## src/rtl/core/apu_pkg.sv

```systemverilog
package apu_pkg;

	localparam int NUM_NODES   = 1024;
	localparam int DIMENSION   = 4;
	localparam int ELEM_COUNT  = NUM_NODES * DIMENSION;
	localparam int IDX_W       = 12;
	localparam int STORE_DEPTH = 1 << IDX_W;
	localparam int FM_W        = 32;
	localparam int SM_W        = 48;
	localparam int ENTRY_W     = FM_W + SM_W;
	localparam int ACC_W       = 98;
	localparam int MUL_W       = 33;
	localparam int PROD_W      = 2 * MUL_W;
	localparam int NUM_W       = 96;
	localparam int DEN_W       = 49;
	localparam int CNT_W       = 7;
	localparam int SQ_CNT_W    = 5;

	localparam logic [31:0] ONE_Q31   = 32'h8000_0000;
	localparam logic [31:0] LR_RST    = 32'd16777;
	localparam logic [31:0] COOL_RST  = 32'h8000_0000;
	localparam logic [31:0] B1_RST    = 32'd1932735283;
	localparam logic [31:0] B2_RST    = 32'd2145336164;
	localparam logic [31:0] STAB_RST  = 32'd43;

	localparam logic OP_UPDATE = 1'b0;
	localparam logic OP_CLEAR  = 1'b1;

	typedef enum logic [2:0] {
		REG_LR,
		REG_COOL,
		REG_B1,
		REG_B2,
		REG_STAB
	} cfg_reg_t;

	typedef enum logic [4:0] {
		S_CLEAR, S_IDLE, S_START,
		S_P1, S_P2, S_PC, S_PW1, S_PW2,
		S_RD, S_M1, S_M2, S_M3, S_M4, S_M5, S_M6, S_M7, S_M8, S_M9,
		S_WB, S_DW1, S_DW2, S_SQ, S_SQW, S_DEN, S_DW3,
		S_R1, S_R2, S_R3, S_R4, S_PASS, S_OUT
	} state_t;

	typedef enum logic [3:0] {
		MS_P1, MS_P2, MS_PC, MS_FM, MS_G1, MS_GG, MS_SMLO, MS_SMHI,
		MS_GSLO, MS_GSHI, MS_SC, MS_RLO, MS_RHI
	} mul_sel_t;

	typedef enum logic [1:0] {
		ACC_NONE,
		ACC_LOAD,
		ACC_ADD
	} acc_op_t;

	typedef enum logic [3:0] {
		CAP_NONE, CAP_P1, CAP_P2, CAP_PC, CAP_M, CAP_GSQ, CAP_V1, CAP_V,
		CAP_SC, CAP_MHAT, CAP_VHAT, CAP_DEN, CAP_RATIO, CAP_STEP, CAP_PASS
	} cap_t;

	typedef enum logic [1:0] {
		DV_MHAT,
		DV_VHAT,
		DV_RATIO
	} div_sel_t;

	typedef struct packed {
		logic                 op;
		logic [IDX_W-1:0]     element_index;
		logic                 first_of_pass;
		logic signed [31:0]   gradient;
		logic signed [31:0]   current_parameter;
	} in_t;

	typedef struct packed {
		logic signed [31:0]   updated_parameter;
		logic [IDX_W-1:0]     result_index;
	} out_t;

	typedef struct packed {
		logic             load_in;
		logic             pow_reset;
		mul_sel_t         mul_sel;
		acc_op_t          acc_op;
		logic             sh32;
		cap_t             cap;
		logic             mem_rd;
		logic             mem_wr;
		logic             clr_mode;
		logic [IDX_W-1:0] clr_addr;
		logic             div_start;
		div_sel_t         div_sel;
		logic             sqrt_start;
		logic             out_load;
	} cmd_t;

	typedef struct packed {
		logic op;
		logic first;
		logic inrange;
		logic dzero;
		logic den_zero;
		logic div_done;
		logic sqrt_done;
		logic out_free;
	} sts_t;

endpackage

```

## src/rtl/core/apu_ctrl.sv

```systemverilog
module apu_ctrl (
	input  logic           clk,
	input  logic           arst_n,
	input  logic           in_valid,
	output logic           in_ready,
	input  apu_pkg::sts_t  sts,
	output apu_pkg::cmd_t  cmd
);

	apu_pkg::state_t               state_q, state_d;
	logic [apu_pkg::IDX_W-1:0]     clr_cnt_q;

	always_ff @(posedge clk or negedge arst_n) begin
		if (!arst_n) begin
			state_q   <= apu_pkg::S_CLEAR;
			clr_cnt_q <= '0;
		end else begin
			state_q <= state_d;
			if (state_q == apu_pkg::S_CLEAR) begin
				clr_cnt_q <= clr_cnt_q + 1'b1;
			end else begin
				clr_cnt_q <= '0;
			end
		end
	end

	assign in_ready = (state_q == apu_pkg::S_IDLE);

	// multiplier results pass the product register and then the accumulator before capture
	always_comb begin
		state_d        = state_q;
		cmd            = '0;
		cmd.mul_sel    = apu_pkg::MS_P1;
		cmd.acc_op     = apu_pkg::ACC_NONE;
		cmd.cap        = apu_pkg::CAP_NONE;
		cmd.div_sel    = apu_pkg::DV_MHAT;
		cmd.clr_addr   = clr_cnt_q;
		cmd.load_in    = in_valid && in_ready;
		unique case (state_q)
			apu_pkg::S_CLEAR: begin
				cmd.mem_wr    = 1'b1;
				cmd.clr_mode  = 1'b1;
				cmd.pow_reset = 1'b1;
				if (clr_cnt_q == apu_pkg::IDX_W'(apu_pkg::STORE_DEPTH - 1)) begin
					state_d = apu_pkg::S_IDLE;
				end
			end
			apu_pkg::S_IDLE: begin
				if (in_valid) begin
					state_d = apu_pkg::S_START;
				end
			end
			apu_pkg::S_START: begin
				if (sts.op == apu_pkg::OP_CLEAR) begin
					state_d = apu_pkg::S_CLEAR;
				end else if (sts.first) begin
					state_d = apu_pkg::S_P1;
				end else if (sts.inrange) begin
					state_d = apu_pkg::S_RD;
				end else begin
					state_d = apu_pkg::S_PASS;
				end
			end
			apu_pkg::S_P1: begin
				cmd.mul_sel = apu_pkg::MS_P1;
				cmd.acc_op  = apu_pkg::ACC_LOAD;
				state_d     = apu_pkg::S_P2;
			end
			apu_pkg::S_P2: begin
				cmd.mul_sel = apu_pkg::MS_P2;
				cmd.acc_op  = apu_pkg::ACC_LOAD;
				state_d     = apu_pkg::S_PC;
			end
			apu_pkg::S_PC: begin
				cmd.mul_sel = apu_pkg::MS_PC;
				cmd.acc_op  = apu_pkg::ACC_LOAD;
				cmd.cap     = apu_pkg::CAP_P1;
				state_d     = apu_pkg::S_PW1;
			end
			apu_pkg::S_PW1: begin
				cmd.cap = apu_pkg::CAP_P2;
				state_d = apu_pkg::S_PW2;
			end
			apu_pkg::S_PW2: begin
				cmd.cap = apu_pkg::CAP_PC;
				state_d = sts.inrange ? apu_pkg::S_RD : apu_pkg::S_PASS;
			end
			apu_pkg::S_RD: begin
				cmd.mem_rd = 1'b1;
				state_d    = apu_pkg::S_M1;
			end
			apu_pkg::S_M1: begin
				cmd.mul_sel = apu_pkg::MS_FM;
				cmd.acc_op  = apu_pkg::ACC_LOAD;
				state_d     = apu_pkg::S_M2;
			end
			apu_pkg::S_M2: begin
				cmd.mul_sel = apu_pkg::MS_G1;
				cmd.acc_op  = apu_pkg::ACC_ADD;
				state_d     = apu_pkg::S_M3;
			end
			apu_pkg::S_M3: begin
				cmd.mul_sel = apu_pkg::MS_GG;
				cmd.acc_op  = apu_pkg::ACC_LOAD;
				state_d     = apu_pkg::S_M4;
			end
			apu_pkg::S_M4: begin
				cmd.cap     = apu_pkg::CAP_M;
				cmd.mul_sel = apu_pkg::MS_SMLO;
				cmd.acc_op  = apu_pkg::ACC_LOAD;
				state_d     = apu_pkg::S_M5;
			end
			apu_pkg::S_M5: begin
				cmd.cap     = apu_pkg::CAP_GSQ;
				cmd.mul_sel = apu_pkg::MS_SMHI;
				cmd.acc_op  = apu_pkg::ACC_ADD;
				cmd.sh32    = 1'b1;
				state_d     = apu_pkg::S_M6;
			end
			apu_pkg::S_M6: begin
				cmd.mul_sel = apu_pkg::MS_GSLO;
				cmd.acc_op  = apu_pkg::ACC_LOAD;
				state_d     = apu_pkg::S_M7;
			end
			apu_pkg::S_M7: begin
				cmd.cap     = apu_pkg::CAP_V1;
				cmd.mul_sel = apu_pkg::MS_GSHI;
				cmd.acc_op  = apu_pkg::ACC_ADD;
				cmd.sh32    = 1'b1;
				state_d     = apu_pkg::S_M8;
			end
			apu_pkg::S_M8: begin
				cmd.mul_sel = apu_pkg::MS_SC;
				cmd.acc_op  = apu_pkg::ACC_LOAD;
				state_d     = apu_pkg::S_M9;
			end
			apu_pkg::S_M9: begin
				cmd.cap = apu_pkg::CAP_V;
				state_d = apu_pkg::S_WB;
			end
			apu_pkg::S_WB: begin
				cmd.mem_wr = 1'b1;
				cmd.cap    = apu_pkg::CAP_SC;
				if (sts.dzero) begin
					state_d = apu_pkg::S_PASS;
				end else begin
					cmd.div_start = 1'b1;
					cmd.div_sel   = apu_pkg::DV_MHAT;
					state_d       = apu_pkg::S_DW1;
				end
			end
			apu_pkg::S_DW1: begin
				if (sts.div_done) begin
					cmd.cap       = apu_pkg::CAP_MHAT;
					cmd.div_start = 1'b1;
					cmd.div_sel   = apu_pkg::DV_VHAT;
					state_d       = apu_pkg::S_DW2;
				end
			end
			apu_pkg::S_DW2: begin
				if (sts.div_done) begin
					cmd.cap = apu_pkg::CAP_VHAT;
					state_d = apu_pkg::S_SQ;
				end
			end
			apu_pkg::S_SQ: begin
				cmd.sqrt_start = 1'b1;
				state_d        = apu_pkg::S_SQW;
			end
			apu_pkg::S_SQW: begin
				if (sts.sqrt_done) begin
					cmd.cap = apu_pkg::CAP_DEN;
					state_d = apu_pkg::S_DEN;
				end
			end
			apu_pkg::S_DEN: begin
				if (sts.den_zero) begin
					state_d = apu_pkg::S_PASS;
				end else begin
					cmd.div_start = 1'b1;
					cmd.div_sel   = apu_pkg::DV_RATIO;
					state_d       = apu_pkg::S_DW3;
				end
			end
			apu_pkg::S_DW3: begin
				if (sts.div_done) begin
					cmd.cap = apu_pkg::CAP_RATIO;
					state_d = apu_pkg::S_R1;
				end
			end
			apu_pkg::S_R1: begin
				cmd.mul_sel = apu_pkg::MS_RLO;
				cmd.acc_op  = apu_pkg::ACC_LOAD;
				state_d     = apu_pkg::S_R2;
			end
			apu_pkg::S_R2: begin
				cmd.mul_sel = apu_pkg::MS_RHI;
				cmd.acc_op  = apu_pkg::ACC_ADD;
				cmd.sh32    = 1'b1;
				state_d     = apu_pkg::S_R3;
			end
			apu_pkg::S_R3: begin
				state_d = apu_pkg::S_R4;
			end
			apu_pkg::S_R4: begin
				cmd.cap = apu_pkg::CAP_STEP;
				state_d = apu_pkg::S_OUT;
			end
			apu_pkg::S_PASS: begin
				cmd.cap = apu_pkg::CAP_PASS;
				state_d = apu_pkg::S_OUT;
			end
			apu_pkg::S_OUT: begin
				if (sts.out_free) begin
					cmd.out_load = 1'b1;
					state_d      = apu_pkg::S_IDLE;
				end
			end
			default: begin
				state_d = apu_pkg::S_IDLE;
			end
		endcase
	end

endmodule

```

## config.mk

```make
export PLATFORM = sky130hd
export DESIGN_NAME = apu_ctrl
export DESIGN_NICKNAME = d
export VERILOG_FILES = /design/src/rtl/core/apu_pkg.sv /design/src/rtl/core/apu_ctrl.sv
export SDC_FILE = /design/constraint.sdc
export NUM_CORES = 1
export LEC_CHECK = 0
export BUFFER_PORTS_ARGS = -buffer_cell sky130_fd_sc_hd__buf_4
export CAP_MARGIN = 20
export CORE_MARGIN = 8
export CORE_UTILIZATION = 55
export DETAILED_ROUTE_END_ITERATION = 10
export GPL_ROUTABILITY_DRIVEN = 0
export GPL_TIMING_DRIVEN = 0
export PLACE_DENSITY = 0.84
export SLEW_MARGIN = 0
export SYNTH_ARGS = -nofsm -noshare
export SYNTH_HDL_FRONTEND = slang
export SYNTH_SLANG_ARGS = --single-unit
```

## constraint.sdc

```tcl
create_clock -name clk -period 3.65 [get_ports clk]
set_input_delay 0 -clock clk [delete_from_list [all_inputs] [get_ports clk]]
set_output_delay 0 -clock clk [all_outputs]
set_load 0.02 [all_outputs]
```

==> results.cfg <==
[timing]
max_freq_ghz = 0.471
max-slew-margin-rel_pct = 67.6
tns_ns = 0
grt_setup_unrepaired = no
skew_ns = 0.00972
drv_slew = 0
layout_min_cycle_time_ns = 2.13
finalCritPeriodShare_pct = 58.2
hold_viol = 0
setup_viol = 0
tightest_slew_ns = 0.482
timing.hold.ws_ns = 0.0418

[grt]
first_global_vias = 1668
grt_pass1_wl_um = 7710
grt-ovfl-total = 0
antenna_found_initial = 0
grt_use_total_pct = 18.2
grt_max_degree = 18

[power]
p_leak_nw = 0.912
p_seq_share_pct = 16.9
p_int_mw = 0.753
p_total_mw = 1.58
p_clk_share_pct = 6.3
vdd_drop_max_uv = 682
switching_share_pct = 52.3
comb_power_share_pct = 76.8
switchingPower_mw = 0.825
power.density_nw_per_um2 = 793

[placed_design]
place.port_buffers = 44
place_area_um2 = 1950
dpl.hpwl_um = 3400

[synthesis]
synthDistinctLibCells = 54
ys_seq_area_share_pct = 26.9
yosysTopAreaCellShare_pct = 26.9
synth_seq_cells = 17
async_reset_ff_share_pct = 100
synth_edf_count = 0
yosysTopAreaCell = dfrtp_1
synth_area_per_cell_um2 = 7.61
syn_area_um2 = 1580
synthesis.instances = 208
synth_ff_type = dfrtp_1
ys_top_cells_by_area = dfrtp_1, nor2_1, o21ai_0
syn_nets = 220
yosysWarnings = 0

[floorplanning]
coreArea_um2 = 2760
start_util_pct = 57.4
die_area_um2 = 4850
die_w_um = 69.6
rows = 19
die_y_um = 69.6
ioPinCount = 45

[finish]
nNetsFinal = 270
final_area_um2 = 1990
n_fill_cell = 227
layout-drive-gt1-share_pct = 27.6
final_util_pct = 72.1
syn2layout_area_growth_pct = 25.6
antenna_cells = 0

[clocking]
root_buffer = clkbuf_4
clk_pin_slew_ns = 0.09
cts.repair.resized = 0
cts_buffer_depth = 2
cts_inserted_buffers = 3
htreeDepth = 1
clk_latency_ns = 0.29
numClockSinks = 17
cts_tree = done

[flow_run]
max-cap-violations = 0

[drt]
drt_first_pass_iters = 5
wl_per_cell_um = 15.6
drt_iter0_drc = 211
viasPerCell = 6.15
totalWireLength_um = 4490
drcViolationCount = 0
route.vias.total = 1770
detail-route-antenna-nets = 0

[worst_setup_path]
r2r.worst_path.cells = 6
critical_path_class = reg -> out
cp-end-kind = primary output
arrival_ns = 2.13
path_max_fanout = 10
required_ns = 3.65
crit_path_start_kind = flop

[min_path]
holdCritPathClass = in -> reg
hold_depth = 3

[status]
status = completed
[what timing repair did]
item	4_1_cts	5_1_grt
hold buffers	1	0
buffers inserted	0	0
hold endpoints to repair	17	0
[per-layer routing]
| metal | vias to the layer above | track usage, % | wire length [µm] |
|---|---|---|---|
| li1 | 834 | - | - |
| met1 | 817 | 24.5 | 1940 |
| met2 | 115 | 27.6 | 2000 |
| met3 | 4 | 4.86 | 501 |
| met4 | 0 | 5.36 | 41 |
| met5 | - | 0 | 0 |
[layout by cell type, fill, tap and decap left out, types with 5 or more instances in the layout]
cell / netlist / layout
nor2_1: 25 / 25
clkbuf_1: 5 / 6
xor2_1: 8 / 8
nand2_1: 17 / 17
o21ai_0: 17 / 17
buf_2: 6 / 6
nand2b_1: 7 / 7
a21oi_1: 8 / 8
inv_1: 5 / 5
dfrtp_1: 17 / 17
nor3_1: 8 / 8
buf_4: 5 / 49
nor2b_1: 10 / 10
[worst max-delay path: stages, from the launching register on]
cell and delay, ns:
dfrtp_1 0.41, clkbuf_1 0.41, nor2_1 0.12, nand2_1 0.14, clkbuf_1 0.36, inv_1 0.10
buf_4 0.14, buf_4 0.14
[final cells by class]
type	count	area (µm²)	share of cell area (%)
buffer	17	90.1	4.53
clock buffer	4	26.3	1.32
inverter	5	18.8	0.944
multi-input combinational	169	1050	52.7
sequential	17	425	21.4
tap	31	38.8	1.95
timing repair buffer	45	340	17.1
[final timing paths]
kind / from / endpoint / slack (ns)
max in group asynchronous: arst_n / state_q[2] / 3.34
worst max register to register: state_q[3] / state_q[1] / 1.72
worst max-delay path: state_q[2] / cmd[31] / 1.52
worst min-delay path: sts[7] / state_q[3] / 0.04
worst min register to register: clr_cnt_q[0] / clr_cnt_q[0] / 0.57
min in group asynchronous: arst_n / clr_cnt_q[1] / 0.12
[synth_stat cells, types with 4 or more instances]
cell	number
nand2b_1	7
a31oi_1	4
buf_4	5
clkbuf_1	5
a21o_1	4
xor2_1	8
nand3_1	4
nand2_1	17
nor2b_1	10
inv_1	5
o21ai_0	17
nor3_1	8
nor2_1	25
buf_2	6
a21oi_1	8
dfrtp_1	17
[per-stage QoR]
step / instances / setup WS (ns)
global route: 288 / 1.36
floorplan: 208 / 1.91
finish: 288 / 1.52
global placement: 283 / 1.79
detailed placement: 283 / 1.79
CTS: 288 / 1.52
[registers in the layout (all words and copies together), names as in the netlist]
name,flops
state_q,5
clr_cnt_q,12
[cell families after synthesis]
| group | after synthesis | share of synthesized area [%] |
|---|---|---|
| AND/OR/NAND/NOR | 97 | 33.2 |
| AO/OA/AOI/OAI | 56 | 22.8 |
| XOR/XNOR | 9 | 4.98 |
| multiplexers | 5 | 3.87 |
| adder cells (fa/ha/maj) | 2 | 1.42 |
| flip-flops | 17 | 26.9 |
| buffers and inverters | 22 | 6.88 |
[power by group through the flow]
stage / clock (mW) / sequential [mW] / combinational (mW)
after floorplan: 0 / 0.257 / 0.856
after global placement: 0 / 0.266 / 1.19
after detailed placement: 0 / 0.266 / 1.19
after CTS: 0.103 / 0.263 / 1.20
after global routing: 0.115 / 0.268 / 1.31
final: 0.0987 / 0.267 / 1.21
Power figures use the tool's default switching activity.
